## src/design/rufes_pkg.sv

```systemverilog
`timescale 1ns / 1ps
`default_nettype none
// ============================================================================
// rufes_pkg: shared types for the rollback union-find edge score engine
// Operation codes, status codes, undo log kinds, controller states and the
// command/status bundles between the controller and the datapath.
// ============================================================================
package rufes_pkg;

  // Default sizes
  localparam int NUM_ELEMS_DEF  = 1024;
  localparam int LOG_DEPTH_DEF  = 4096;
  localparam int MARK_DEPTH_DEF = 1024;

  // Fixed field widths
  localparam int IN_IDX_W = 10;
  localparam int OUT_W    = 11;
  localparam int EDGE_W   = 16;
  localparam logic [EDGE_W-1:0] EDGE_MAX = '1;

  typedef enum logic [1:0] {
    MODE_MERGE    = 2'd0,
    MODE_SNAP     = 2'd1,
    MODE_ROLLBACK = 2'd2,
    MODE_QUERY    = 2'd3
  } mode_e;

  typedef enum logic [1:0] {
    ST_OK        = 2'd0,
    ST_NO_MARK   = 2'd1,
    ST_LOG_FULL  = 2'd2,
    ST_MARK_FULL = 2'd3
  } status_e;

  // Kind tag of an undo log word
  typedef enum logic [1:0] {
    KIND_SCORE  = 2'd0,
    KIND_PARENT = 2'd1,
    KIND_EDGE   = 2'd2
  } log_kind_e;

  typedef enum logic [2:0] {
    LOG_NONE,
    LOG_SCORE,
    LOG_PX,
    LOG_PY,
    LOG_EX
  } log_sel_e;

  typedef enum logic [1:0] {
    PW_NONE,
    PW_CLR,
    PW_ROOT,
    PW_LINK
  } par_sel_e;

  typedef enum logic [1:0] {
    EW_NONE,
    EW_CLR,
    EW_NEW
  } edge_sel_e;

  typedef enum logic [4:0] {
    S_CLR,
    S_IDLE,
    S_RED,
    S_FXR,
    S_FXC,
    S_FYR,
    S_FYC,
    S_MCHK,
    S_MCALC,
    S_MW1,
    S_MW2,
    S_MW3,
    S_SNAP,
    S_RBM,
    S_RBW,
    S_RBR,
    S_RBA,
    S_FIN
  } state_e;

  typedef struct packed {
    logic      load;
    logic      reduce;
    logic      cur_x;
    logic      cur_y;
    logic      step;
    logic      cap_x;
    logic      cap_y;
    logic      swap;
    logic      calc;
    log_sel_e  log_sel;
    par_sel_e  par_sel;
    edge_sel_e edge_sel;
    logic      clr_step;
    logic      mark_push;
    logic      cap_mark;
    logic      log_pop;
    logic      rb_apply;
    logic      mark_pop;
    logic      set_stat;
    status_e   stat_code;
    logic      finish;
  } cmd_t;

  typedef struct packed {
    mode_e mode;
    logic  red_done;
    logic  is_root;
    logic  distinct;
    logic  log_full;
    logic  mark_full;
    logic  mark_empty;
    logic  rb_more;
    logic  clr_last;
  } stat_t;

endpackage
`default_nettype wire

```

## src/design/rufes_ctrl.sv

```systemverilog
`timescale 1ns / 1ps
`default_nettype none
// ============================================================================
// rufes_ctrl: controller of the union-find engine
// Sequences the clearing pass, root walks, merge log/write steps, snapshot
// and rollback replay; drives datapath commands.
// ============================================================================
module rufes_ctrl (
  input  wire logic             clk_i,
  input  wire logic             rst_ni,
  input  wire logic             start_i,
  input  wire rufes_pkg::stat_t stat_i,
  output logic                  busy_o,
  output rufes_pkg::cmd_t       cmd_o
);

  rufes_pkg::state_e state_q, state_d;

  always_ff @(posedge clk_i or negedge rst_ni) begin
    if (!rst_ni) begin
      state_q <= rufes_pkg::S_CLR;
    end else begin
      state_q <= state_d;
    end
  end

  assign busy_o = (state_q != rufes_pkg::S_IDLE);

  always_comb begin
    state_d = state_q;
    cmd_o   = '0;
    case (state_q)
      // fill parent words with -1 and edge counts with zero
      rufes_pkg::S_CLR: begin
        cmd_o.par_sel  = rufes_pkg::PW_CLR;
        cmd_o.edge_sel = rufes_pkg::EW_CLR;
        cmd_o.clr_step = 1'b1;
        if (stat_i.clr_last) state_d = rufes_pkg::S_IDLE;
      end
      rufes_pkg::S_IDLE: begin
        if (start_i) begin
          cmd_o.load = 1'b1;
          state_d    = rufes_pkg::S_RED;
        end
      end
      // fold indices into range, then dispatch
      rufes_pkg::S_RED: begin
        if (!stat_i.red_done) begin
          cmd_o.reduce = 1'b1;
        end else begin
          case (stat_i.mode)
            rufes_pkg::MODE_SNAP:     state_d = rufes_pkg::S_SNAP;
            rufes_pkg::MODE_ROLLBACK: state_d = rufes_pkg::S_RBM;
            default: begin
              cmd_o.cur_x = 1'b1;
              state_d     = rufes_pkg::S_FXR;
            end
          endcase
        end
      end
      // root walk of x: read, then check
      rufes_pkg::S_FXR: state_d = rufes_pkg::S_FXC;
      rufes_pkg::S_FXC: begin
        if (stat_i.is_root) begin
          cmd_o.cap_x = 1'b1;
          cmd_o.cur_y = 1'b1;
          state_d     = rufes_pkg::S_FYR;
        end else begin
          cmd_o.step = 1'b1;
          state_d    = rufes_pkg::S_FXR;
        end
      end
      rufes_pkg::S_FYR: state_d = rufes_pkg::S_FYC;
      rufes_pkg::S_FYC: begin
        if (stat_i.is_root) begin
          cmd_o.cap_y = 1'b1;
          state_d     = (stat_i.mode == rufes_pkg::MODE_QUERY) ? rufes_pkg::S_FIN
                                                              : rufes_pkg::S_MCHK;
        end else begin
          cmd_o.step = 1'b1;
          state_d    = rufes_pkg::S_FYR;
        end
      end
      // merge: room check and root ordering
      rufes_pkg::S_MCHK: begin
        if (stat_i.log_full) begin
          cmd_o.set_stat  = 1'b1;
          cmd_o.stat_code = rufes_pkg::ST_LOG_FULL;
          state_d         = rufes_pkg::S_FIN;
        end else begin
          cmd_o.swap = stat_i.distinct;
          state_d    = rufes_pkg::S_MCALC;
        end
      end
      rufes_pkg::S_MCALC: begin
        cmd_o.calc    = 1'b1;
        cmd_o.log_sel = rufes_pkg::LOG_SCORE;
        state_d       = rufes_pkg::S_MW1;
      end
      rufes_pkg::S_MW1: begin
        if (stat_i.distinct) begin
          cmd_o.log_sel = rufes_pkg::LOG_PX;
          cmd_o.par_sel = rufes_pkg::PW_ROOT;
          state_d       = rufes_pkg::S_MW2;
        end else begin
          cmd_o.log_sel  = rufes_pkg::LOG_EX;
          cmd_o.edge_sel = rufes_pkg::EW_NEW;
          state_d        = rufes_pkg::S_FIN;
        end
      end
      rufes_pkg::S_MW2: begin
        cmd_o.log_sel = rufes_pkg::LOG_PY;
        cmd_o.par_sel = rufes_pkg::PW_LINK;
        state_d       = rufes_pkg::S_MW3;
      end
      rufes_pkg::S_MW3: begin
        cmd_o.log_sel  = rufes_pkg::LOG_EX;
        cmd_o.edge_sel = rufes_pkg::EW_NEW;
        state_d        = rufes_pkg::S_FIN;
      end
      rufes_pkg::S_SNAP: begin
        if (stat_i.mark_full) begin
          cmd_o.set_stat  = 1'b1;
          cmd_o.stat_code = rufes_pkg::ST_MARK_FULL;
        end else begin
          cmd_o.mark_push = 1'b1;
        end
        state_d = rufes_pkg::S_FIN;
      end
      // rollback: fetch top mark, then replay log words newest first
      rufes_pkg::S_RBM: begin
        if (stat_i.mark_empty) begin
          cmd_o.set_stat  = 1'b1;
          cmd_o.stat_code = rufes_pkg::ST_NO_MARK;
          state_d         = rufes_pkg::S_FIN;
        end else begin
          state_d = rufes_pkg::S_RBW;
        end
      end
      rufes_pkg::S_RBW: begin
        cmd_o.cap_mark = 1'b1;
        state_d        = rufes_pkg::S_RBR;
      end
      rufes_pkg::S_RBR: begin
        if (stat_i.rb_more) begin
          cmd_o.log_pop = 1'b1;
          state_d       = rufes_pkg::S_RBA;
        end else begin
          cmd_o.mark_pop = 1'b1;
          state_d        = rufes_pkg::S_FIN;
        end
      end
      rufes_pkg::S_RBA: begin
        cmd_o.rb_apply = 1'b1;
        state_d        = rufes_pkg::S_RBR;
      end
      rufes_pkg::S_FIN: begin
        cmd_o.finish = 1'b1;
        state_d      = rufes_pkg::S_IDLE;
      end
      default: state_d = rufes_pkg::S_IDLE;
    endcase
  end

  // Checks
  a_fin_idle: assert property (@(posedge clk_i) disable iff (!rst_ni)
    state_q == rufes_pkg::S_FIN |=> state_q == rufes_pkg::S_IDLE)
    else $error("finish not followed by idle");
  a_load_idle: assert property (@(posedge clk_i) disable iff (!rst_ni)
    cmd_o.load |-> !busy_o) else $error("load while busy");
  a_one_pop: assert property (@(posedge clk_i) disable iff (!rst_ni)
    $countones({cmd_o.log_pop, cmd_o.rb_apply, cmd_o.mark_pop}) <= 1)
    else $error("overlapping rollback commands");

endmodule
`default_nettype wire

```

## config.mk

```make
export PLATFORM = sky130hd
export DESIGN_NAME = rufes_ctrl
export DESIGN_NICKNAME = d
export VERILOG_FILES = /design/src/design/rufes_pkg.sv /design/src/design/rufes_ctrl.sv
export SDC_FILE = /design/constraint.sdc
export NUM_CORES = 1
export LEC_CHECK = 0
export BUFFER_PORTS_ARGS = -buffer_cell sky130_fd_sc_hd__buf_4
export CORE_MARGIN = 2
export CORE_UTILIZATION = 35
export DETAILED_ROUTE_END_ITERATION = 10
export GPL_TIMING_DRIVEN = 0
export PLACE_DENSITY = 0.76
export SLEW_MARGIN = 0
export SYNTH_ARGS = -nofsm -noshare
export SYNTH_HDL_FRONTEND = slang
export SYNTH_SLANG_ARGS = --single-unit
```

## constraint.sdc

```tcl
create_clock -name clk_i -period 1.4 [get_ports clk_i]
set_input_delay 0.14 -clock clk_i [delete_from_list [all_inputs] [get_ports clk_i]]
set_output_delay 0.14 -clock clk_i [all_outputs]
set_load 0.02 [all_outputs]
```

==> results.txt, run 1 <==
initial antenna violation count = 0
DP HPWL = 1980 µm
final setup vio count = 32
Critical Path Source = state_q[3]$_DFFE_PN0P_
Yosys Warn Count = 0
via count = 1316
overall fraction of global-route tracks in use = 0.328
end-of-flow core utilization = 0.939
number of global-route vias before repair = 1215
Worst path depth = 6
Ant. Diodes = 0
CP Cell Sequence = buf_6, buf_6, nand3b_1, nor3_4, buf_4, buf_6
Switch Pwr = 1.35 mW
placed cell area = 1250 µm²
crit path to = cmd_o[1]
Distinct cells, synth = 38
status = finished with violations
Core Region = 1980 µm²
WP data arrival = 1.69 ns
die height = 50.2 µm
area grow syn2layout = 149%
sw frac = 0.514
Comb power frac = 0.840
Worst Setup Start Kind = flip-flop
Post-synth EDFFs = 0
initial core utilization = 0.378
R2R Path Start = state_q[3]$_DFFE_PN0P_
layout cells sized above 1 = 0.730
first-pass GRT wire length = 6290 µm
DR WL/cell = 23.5 µm
internal reg-to-reg setup slack = -0.41 ns
Largest regs = state_q (5)
clk root buf = clkbuf_4
final worst slack = -0.431 ns
f_max = 546 MHz
Register-to-Register Path Depth = 7
Hold Path Depth = 2
worst-path maximum fanout = 5
I/O pin total = 40
PD cells = 1410 nW/µm²
Sum Neg Setup Slack = -11.01 ns
relative slew slack = 0.675
largest net degree at the start of global routing = 11
max reg flops = 5
top post-synthesis cells by count = nor2_1, inv_1, nor3_1
cell area after synthesis = 748 µm²
flops & latches, synth = 5
Num CTS Buffers = 3
period utilization = 1.31
Max Root-Sink Buffers = 2
Synth top area share = 0.167
CTS HTree Levels = 1
Vias per Instance = 6.21
Clock Skew = 0.00534 ns
worst skew pair latency = 0.25 ns
Critical Path RT = 1.26 ns
Die Footprint = 2520 µm²
failing checks = setup timing
Hold Path Origin = stat_i[7]
Tmin final = 1.83 ns
total global routing overflow = 0
CTS tree = yes
Largest stage delay, worst path = 0.45 ns
Design Area, Final = 1860 µm²
part of the power in registers = 0.092
final wirelength = 4990 µm
Iteration-0 DRC Markers = 56
PortBufs = 39
kind of critical path = reg2out
Max Slew Vio Count = 0
ys flop type = dfrtp_1
type of the worst min-delay path = in2reg
syn avg cell area = 6.80 µm²
P_leak = 0.829 nW
Crit path top cell by count = buf_6
Rows = 16
sequential cell area fraction in the yosys report = 0.167
RSZ-0062 raised after global routing = true
Die W = 50.2 µm
fin nets = 201
Int Power = 1.28 mW
clock sink count = 5
clock slew at reported path FFs = 0.05 ns
clock share of power = 0.068
Top reg by flops = state_q
Routed Antenna Nets = 0
worst-margin pin slew = 0.487 ns
Area contributors post-synth = dfrtp_1, nor2_1, nor3_1
CP top delay family = buffers and inverters
Final Hold Vio Count = 0
peak supply drop = 1290 µV
cell with the most instances after synthesis = nor2_1
Synth area leader = dfrtp_1
maxcap violations = 0
# DRC = 0
CP Capture Type = output pin
DRT Pass-1 Iters = 4
Synthesized Nets = 125
worst path buffer plus inverter count = 4
Async SR Flop Fraction = 1.00
critical path's slowest cell = dfrtp_2
Synth Instances = 110
GPL Wtd Cong = 0.906
r2r endpoint = state_q[0]$_DFFE_PN0P_
==> power groups by stage <==
stage / combinational, mW / sequential [mW] / clock (mW)
2_1_floorplan: 1.05 / 0.202 / 0
3_3_place_gp: 1.40 / 0.207 / 0
3_5_place_dp: 1.42 / 0.208 / 0
4_1_cts: 1.84 / 0.208 / 0.173
5_1_grt: 2.28 / 0.238 / 0.189
6_report: 2.21 / 0.241 / 0.180
==> logic make-up after synthesis <==
| logic type | share of synthesized area |
|---|---|
| and+or+nand+nor | 0.400 |
| AOI/OAI and AO/OA | 0.232 |
| buffers and inverters | 0.142 |
| DFF | 0.167 |
| adders and majority gates | 0.0334 |
| xor gates and xnor gates | 0.0117 |
| muxes | 0.0134 |
==> worst min-delay path by stage <==
| stage | slack [ns] | endpoint |
|---|---|---|
| 5_1_grt | 0.15 | state_q[1]$_DFFE_PN0P_ |
| 3_5_place_dp | -0.06 | state_q[0]$_DFFE_PN0P_ |
| 2_1_floorplan | -0.16 | state_q[0]$_DFFE_PN0P_ |
| 3_3_place_gp | -0.06 | state_q[3]$_DFFE_PN0P_ |
| 6_report | 0.15 | state_q[1]$_DFFE_PN0P_ |
| 4_1_cts | 0.16 | state_q[1]$_DFFE_PN0P_ |
==> per-stage QoR <==
step / worst slack (ns) / power, mW / hold slack [ns] / cells
floorplan: -0.0845 / 1.26 / -0.156 / 110
global route: -0.457 / 2.71 / 0.151 / 212
CTS: -0.405 / 2.22 / 0.157 / 205
global placement: -0.220 / 1.61 / -0.0599 / 176
detailed placement: -0.231 / 1.63 / -0.0568 / 176
finish: -0.431 / 2.63 / 0.147 / 212
==> placed cells by master, fill, tap and decap left out, types with 4 or more instances in the layout <==
| master | n |
|---|---|
| nor3_4 | 5 |
| nand2_1 | 5 |
| nor2_4 | 9 |
| inv_1 | 7 |
| buf_4 | 45 |
| buf_8 | 4 |
| nor2_1 | 7 |
| buf_6 | 31 |
==> worst reg2reg max path, stage by stage, from the launching register on <==
cell,delay [ns]
dfrtp_2,0.47
buf_6,0.15
buf_6,0.12
nor2_4,0.17
a21boi_0,0.31
o22ai_1,0.14
a21oi_1,0.20
a31oi_1,0.11
==> repair_timing <==
action / CTS / global route
gates resized for setup: 54 / 29
pin swaps: 16 / 7
setup endpoints to repair: 32 / 32
buffers inserted: 24 / 9
hold buffers: 1 / 0
endpoints found under the hold margin: 5 / 0
==> area by class of cell <==
class | instances | area (µm²)
well taps | 27 | 33.8
clock buffers | 4 | 26.3
repair buffers | 73 | 668
fillers | 64 | 120
multi-input cells | 85 | 847
flip-flops and latches | 5 | 128
plain buffers | 10 | 129
inverters | 8 | 30.0
==> layer usage <==
layer  GRT usage  vias to the layer above  wire length [µm]
li1            -                      544                 -
met1       0.391                      624              1830
met2       0.590                      115              2400
met3      0.0298                       33               496
met4       0.144                        0               269
met5           0                        -                 0
Power figures use the tool's default switching activity.
==> run 2: changes to the inputs <==
--- a/config.mk
+++ b/config.mk
@@ -11,6 +11,7 @@
 export DETAILED_ROUTE_END_ITERATION = 10
 export GPL_TIMING_DRIVEN = 0
 export PLACE_DENSITY = 0.76
+export REMOVE_ABC_BUFFERS = 1
 export SLEW_MARGIN = 0
 export SYNTH_ARGS = -nofsm -noshare
 export SYNTH_HDL_FRONTEND = slang
==> results.txt, run 2 (synthesis results as in run 1) <==
status = finished with violations (unchanged)
failing checks = setup timing (unchanged)
relative slew slack = 0.763 (was 0.675)
max reg flops = 5 (unchanged)
post-route insts no fill = 203 (was 212)
kind of critical path = reg2out (unchanged)
RSZ-0062 raised after global routing = true (unchanged)
DR WL/cell = 23.7 µm (was 23.5 µm)
type of the worst min-delay path = in2reg (unchanged)
Max Root-Sink Buffers = 2 (unchanged)
initial antenna violation count = 0 (unchanged)
maxcap violations = 0 (unchanged)
number of global-route vias before repair = 1145 (was 1215)
Iteration-0 DRC Markers = 85 (was 56)
Reg area = 136 µm² (was 128 µm²)
worst skew pair latency = 0.25 ns (about the same)
Vias per Instance = 6.50 (was 6.21)
final worst slack = -0.412 ns (was -0.431 ns)
hold slack final = 0.167 ns (was 0.147 ns)
clock sink count = 5 (unchanged)
via count = 1319 (was 1316)
clk root buf = clkbuf_4 (unchanged)
Largest regs = state_q (5) (unchanged)
CP top delay family = simple AND/OR/NAND/NOR gates (was buffers and inverters)
Register-to-Register Path Depth = 6 (was 7)
area grow syn2layout = 128% (was 149%)
grt peak-use layer = met2 (unchanged)
critical path's slowest cell = dfrtp_2 (unchanged)
worst-path maximum fanout = 6 (was 5)
commonest non-fill, non-tap cells in the layout = buf_4, buf_6, nor2_1, nor2_4, inv_1 (was buf_4, buf_6, nor2_4, inv_1, nor2_1)
first-pass GRT wire length = 5600 µm (was 6290 µm)
Ant. Diodes = 0 (unchanged)
initial core utilization = 0.378 (unchanged)
P_leak = 0.775 nW (was 0.829 nW)
largest net degree at the start of global routing = 15 (was 11)
met3 Use GR = 0.0327 (was 0.0298)
grt met2 use = 0.482 (was 0.590)
Max Slew Vio Count = 0 (unchanged)
Critical Path RT = 1.26 ns (about the same)
GPL Wtd Cong = 0.822 (was 0.906)
area of the multi-input gates = 773 µm² (was 847 µm²)
Num CTS Buffers = 3 (unchanged)
DRT Pass-1 Iters = 4 (unchanged)
Worst Setup Start Kind = flip-flop (unchanged)
Hold Path Depth = 2 (unchanged)
CP Cell Sequence = buf_12, and3b_2, nand3_1, nor2_2, buf_4 (was buf_6, buf_6, nand3b_1, nor3_4, buf_4, buf_6)
Die W = 50.2 µm (unchanged)
f_max = 552 MHz (was 546 MHz)
Total Power = 2.68 mW (was 2.63 mW)
DP HPWL = 1610 µm (was 1980 µm)
final setup vio count = 32 (unchanged)
Tmin final = 1.81 ns (was 1.83 ns)
Routed Antenna Nets = 0 (unchanged)
Largest stage delay, worst path = 0.45 ns (about the same)
worst-margin pin slew = 0.353 ns (was 0.487 ns)
Die Footprint = 2520 µm² (unchanged)
Core Region = 1980 µm² (unchanged)
CTS tree = yes (unchanged)
period utilization = 1.29 (was 1.31)
end-of-flow core utilization = 0.861 (was 0.939)
peak supply drop = 1270 µV (was 1290 µV)
I/O pin total = 40 (unchanged)
overall fraction of global-route tracks in use = 0.295 (was 0.328)
clock slew at reported path FFs = 0.06 ns (was 0.05 ns)
PD cells = 1570 nW/µm² (was 1410 nW/µm²)
final wirelength = 4800 µm (was 4990 µm)
post-placement cell count = 164 (was 176)
Sum Neg Setup Slack = -9.29 ns (was -11.01 ns)
CP Capture Type = output pin (unchanged)
Clock Skew = 0.00605 ns (was 0.00534 ns)
Top reg by flops = state_q (unchanged)
die height = 50.2 µm (unchanged)
fin nets = 192 (was 201)
fillers = 78 (was 64)
pre-CTS setup slack = -0.665 ns (was -0.231 ns)
Rows = 16 (unchanged)
Design Area, Final = 1710 µm² (was 1860 µm²)
most common cell after layout, fill and taps aside = buf_4 (unchanged)
worst path buffer plus inverter count = 2 (was 4)
CTS HTree Levels = 1 (unchanged)
met1 usage = 0.372 (was 0.391)
Final Hold Vio Count = 0 (unchanged)
Worst path depth = 5 (was 6)
# DRC = 0 (unchanged)
WP data arrival = 1.67 ns (was 1.69 ns)
total global routing overflow = 0 (unchanged)
placed cell area = 998 µm² (was 1250 µm²)
layout cells sized above 1 = 0.733 (was 0.730)
PortBufs = 39 (unchanged)
==> run 2: cell count changes in the layout (fill, tap and decap cells not counted), sizes merged <==
cell and delta:
clkbuf +1, buf -10
==> run 2: path summary, 6_finish.rpt <==
| path | from | to | slack, ns |
|---|---|---|---|
| worst max-delay path | state_q[4]$_DFFE_PN0P_ | cmd_o[4] | -0.41 |
| worst min-delay path | stat_i[7] | state_q[1]$_DFFE_PN0P_ | 0.17 |
| worst max register to register | state_q[1]$_DFFE_PN0P_ | state_q[1]$_DFFE_PN0P_ | -0.41 |
| worst min register to register | state_q[0]$_DFFE_PN0P_ | state_q[4]$_DFFE_PN0P_ | 0.79 |
| max in group asynchronous | rst_ni | state_q[1]$_DFFE_PN0P_ | 1.03 |
| min in group asynchronous | rst_ni | state_q[0]$_DFFE_PN0P_ | 0.24 |
==> run 2: final cells by class <==
cell class / instances / area share
clock buffer: 4 / 0.0154
inverter: 8 / 0.0191
multi-input combinational: 85 / 0.453
sequential: 5 / 0.0799
tap: 27 / 0.0198
timing repair buffer: 74 / 0.413
==> run 2: metal layers <==
metal  part of all wire  wire [µm]
met1               0.37       1780
met3               0.12        598
met4              0.050        241
met5                  0          0
met2               0.45       2180
==> run 2: power breakdown <==
group / total, mW / internal (mW) / leakage [nW] / switching [mW]
combinational: 2.21 / 1.05 / 0.701 / 1.16
clock: 0.187 / 0.109 / 0.0150 / 0.0776
sequential: 0.293 / 0.198 / 0.0592 / 0.0949
total: 2.68 / 1.36 / 0.775 / 1.33
==> run 2: repair_timing <==
item,CTS,global route
hold buffers,1,0
setup endpoints to repair,32,32
hold endpoints to repair,5,0
gates cloned,1,1
pin swaps,15,18
resized for setup,63,35
buffers inserted,23,10
==> run 3: changes to the inputs <==
--- a/config.mk
+++ b/config.mk
@@ -5,12 +5,12 @@
 export SDC_FILE = /design/constraint.sdc
 export NUM_CORES = 1
 export LEC_CHECK = 0
-export BUFFER_PORTS_ARGS = -buffer_cell sky130_fd_sc_hd__buf_4
+export BUFFER_PORTS_ARGS = -buffer_cell sky130_fd_sc_hd__buf_2
 export CORE_MARGIN = 2
-export CORE_UTILIZATION = 35
+export CORE_UTILIZATION = 40
 export DETAILED_ROUTE_END_ITERATION = 10
 export GPL_TIMING_DRIVEN = 0
-export PLACE_DENSITY = 0.76
+export PLACE_DENSITY = 0.84
 export REMOVE_ABC_BUFFERS = 1
 export SLEW_MARGIN = 0
 export SYNTH_ARGS = -nofsm -noshare
==> results.txt, run 3 <==
status = did not finish (was finished with violations)
Stopped at = global routing (5_1_grt)
tool error = [ERROR DPL-0033] detailed placement checks failed during check placement.
Max Root-Sink Buffers = 2 (unchanged)
Worst endpoint, post-GRT repair = cmd_o[3]
PortBufs = 39 (unchanged)
Yosys Warn Count = 0 (unchanged)
sequential cell area fraction in the yosys report = 0.167 (unchanged)
Synth Instances = 110 (unchanged)
Area contributors post-synth = dfrtp_1, nor2_1, nor3_1 (unchanged)
Num CTS Buffers = 3 (unchanged)
I/O pin total = 40 (unchanged)
die height = 47.3 µm (was 50.2 µm)
syn avg cell area = 6.80 µm² (unchanged)
Synth top area share = 0.167 (unchanged)
ys flop type = dfrtp_1 (unchanged)
flops & latches, synth = 5 (unchanged)
cell area after synthesis = 748 µm² (unchanged)
top post-synthesis cells by count = nor2_1, inv_1, nor3_1 (unchanged)
Post-synth EDFFs = 0 (unchanged)
Synth area leader = dfrtp_1 (unchanged)
Distinct cells, synth = 38 (unchanged)
Rows = 15 (was 16)
Worst EP Category = output port
Async SR Flop Fraction = 1.00 (unchanged)
Die W = 47.3 µm (was 50.2 µm)
CTS HTree Levels = 1 (unchanged)
largest net degree at the start of global routing = 15
post-placement cell count = 162 (was 164)
clock sink count = 5 (unchanged)
initial core utilization = 0.429 (was 0.378)
pre-CTS setup slack = -0.640 ns (was -0.665 ns)
placed cell area = 898 µm² (was 998 µm²)
initial antenna violation count = 0
cell with the most instances after synthesis = nor2_1 (unchanged)
GPL Wtd Cong = 0.828 (was 0.822)
clk root buf = clkbuf_4 (unchanged)
DP HPWL = 1560 µm (was 1610 µm)
run 3: cell counts after synthesis:
No cell type changed its count.
run 3: logic make-up after synthesis:
| logic type | synth area share |
|---|---|
| XOR/XNOR | 0.0117 |
| AND/OR/NAND/NOR | 0.400 |
| flip-flops | 0.167 |
| AO/OA/AOI/OAI | 0.232 |
| multiplexers | 0.0134 |
| buffers and inverters | 0.142 |
| adder cells (fa/ha/maj) | 0.0334 |
run 3: metrics by stage:
step	util	setup TNS, ns
4_1_cts	0.823	-6.58
2_1_floorplan	-	-5.43
3_5_place_dp	0.515	-7.78
3_3_place_gp	0.515	-6.67
run 3: repair_timing:
action                     CTS
pin swaps                   16
buffers inserted            34
setup endpoints to repair   32
resized for setup           80
hold buffers                 1
hold endpoints to repair     5
==> run 4: changes to the inputs <==
--- a/config.mk
+++ b/config.mk
@@ -6,11 +6,11 @@
 export NUM_CORES = 1
 export LEC_CHECK = 0
 export BUFFER_PORTS_ARGS = -buffer_cell sky130_fd_sc_hd__buf_2
-export CORE_MARGIN = 2
-export CORE_UTILIZATION = 40
+export CORE_AREA = 2 2 63 65
 export DETAILED_ROUTE_END_ITERATION = 10
+export DIE_AREA = 0 0 65 67
 export GPL_TIMING_DRIVEN = 0
-export PLACE_DENSITY = 0.84
+export PLACE_DENSITY_LB_ADDON = 0.15
 export REMOVE_ABC_BUFFERS = 1
 export SLEW_MARGIN = 0
 export SYNTH_ARGS = -nofsm -noshare
==> constraint.sdc (replaced) <==
create_clock -name clk_i -period 1.8 [get_ports clk_i]
set_input_delay 0.18 -clock clk_i [delete_from_list [all_inputs] [get_ports clk_i]]
set_output_delay 0.18 -clock clk_i [all_outputs]
set_load 0.02 [all_outputs]
==> results.txt, run 4 (synthesis results as in run 1) <==
peak supply drop = 307 µV
Rows = 22 (was 15)
layout cells sized above 1 = 0.493
DP HPWL = 1860 µm (was 1560 µm)
Sum Neg Setup Slack = 0 ns
RSZ-0062 raised after global routing = true
type of the worst min-delay path = in2reg
worst skew pair latency = 0.22 ns
initial antenna violation count = 0
Routed Antenna Nets = 0
fillers = 410
via count = 945
status = complete, no violations (was did not finish)
period utilization = 0.983
CP Capture Type = output pin
GPL Wtd Cong = 0.800 (was 0.828)
pre-CTS setup slack = -0.387 ns (was -0.640 ns)
Iteration-0 DRC Markers = 38
Max Root-Sink Buffers = 2 (unchanged)
first-pass GRT wire length = 3790 µm
Final Hold Vio Count = 0
DRT Pass-1 Iters = 4
clock share of power = 0.159
Top reg by flops = state_q
WP data arrival = 1.59 ns
Die Footprint = 4360 µm²
total global routing overflow = 0
DR WL/cell = 13.1 µm
Tmin final = 1.77 ns
Core Region = 3610 µm²
Switch Pwr = 0.643 mW
overall fraction of global-route tracks in use = 0.114
number of global-route vias before repair = 842
R2R Path Start = state_q[3]$_DFFE_PN0P_
Critical Path RT = 1.62 ns
worst-path maximum fanout = 6
max reg flops = 5
Num CTS Buffers = 3 (unchanged)
PD cells = 1170 nW/µm²
# DRC = 0
relative slew slack = 0.769
worst-margin pin slew = 0.338 ns
area of the multi-input gates = 558 µm²
Max Slew Vio Count = 0
Largest regs = state_q (5)
area grow syn2layout = 50.3%
kind of critical path = reg2out
fin nets = 168
PortBufs = 39 (unchanged)
largest net degree at the start of global routing = 30
clk root buf = clkbuf_8 (was clkbuf_4)
commonest non-fill, non-tap cells in the layout = buf_2, nor2_1, buf_4, inv_1, nand3_1
Critical Path Source = state_q[3]$_DFFE_PN0P_
Hold Path Origin = stat_i[7]
Total Power = 1.31 mW
CTS HTree Levels = 1 (unchanged)
Comb power frac = 0.658
end-of-flow core utilization = 0.312
Reg area = 136 µm²
Int Power = 0.668 mW
Die W = 65 µm (was 47.3 µm)
final worst slack = 0.0315 ns
Worst Setup Start Kind = flip-flop
final wirelength = 2620 µm
most common cell after layout, fill and taps aside = buf_2
part of the power in registers = 0.182
Clock Skew = 0.000289 ns
clock slew at reported path FFs = 0.04 ns
f_max = 565 MHz
die height = 67 µm (was 47.3 µm)
I/O pin total = 40 (unchanged)
maxcap violations = 0
P_leak = 0.561 nW
Vias per Instance = 4.73
CTS tree = yes
final setup vio count = 0
Ant. Diodes = 0
clock sink count = 5 (unchanged)
initial core utilization = 0.207 (was 0.429)
sw frac = 0.490
-- run 4: power groups by stage --
stage	registers, mW	logic (mW)	clock network, mW
after floorplan	0.247	0.460	0
after global placement	0.295	0.637	0
after detailed placement	0.292	0.639	0
after CTS	0.268	0.765	0.212
after global routing	0.247	0.941	0.231
final	0.239	0.864	0.209
-- run 4: path summary, 6_finish.rpt --
kind | to | slack (ns) | depth (start not counted)
min in group asynchronous | state_q[1]$_DFFE_PN0P_ | 0.30 | 2
min reg2reg | state_q[0]$_DFFE_PN0P_ | 0.77 | 3
max | cmd_o[18] | 0.03 | 4
min | state_q[1]$_DFFE_PN0P_ | 0.24 | 2
max in group asynchronous | state_q[0]$_DFFE_PN0P_ | 1.35 | 2
max reg2reg | state_q[1]$_DFFE_PN0P_ | 0.16 | 4
-- run 4: layout make-up --
cell class,instances,area share
Clock buffer,4,0.0400
Multi-Input combinational cell,85,0.496
Sequential cell,5,0.121
Tap cell,48,0.0534
Inverter,8,0.0300
Timing Repair Buffer,50,0.259
-- run 4: through the flow --
stage               cells  cell area [µm²]  hold WS [ns]
finish                200             1120         0.239
global route          200             1120         0.276
CTS                   197             1070         0.244
detailed placement    185              927      -0.00201
global placement      185              927      -0.00409
floorplan              98              672        -0.116
-- run 4: per-layer routing --
layer / share of wire / vias up / GRT usage
met5: 0 / - / 0
met2: 0.51 / 25 / 0.200
met3: 0.053 / 2 / 0.0304
met1: 0.43 / 447 / 0.141
li1: - / 471 / -
met4: 0.0023 / 0 / 0.0160
-- run 4: worst max-delay path, stage by stage, from the launching register on --
cell	delay, ns
dfrtp_2	0.44
or3b_4	0.46
nor2_2	0.12
and4_1	0.20
buf_4	0.14
-- run 4: repair_timing --
action / CTS / global route
resized for setup: 13 / 10
hold endpoints to repair: 5 / 0
setup endpoints to repair: 24 / 15
hold buffers: 1 / 0
gates cloned: 0 / 0
setup buffers: 7 / 3
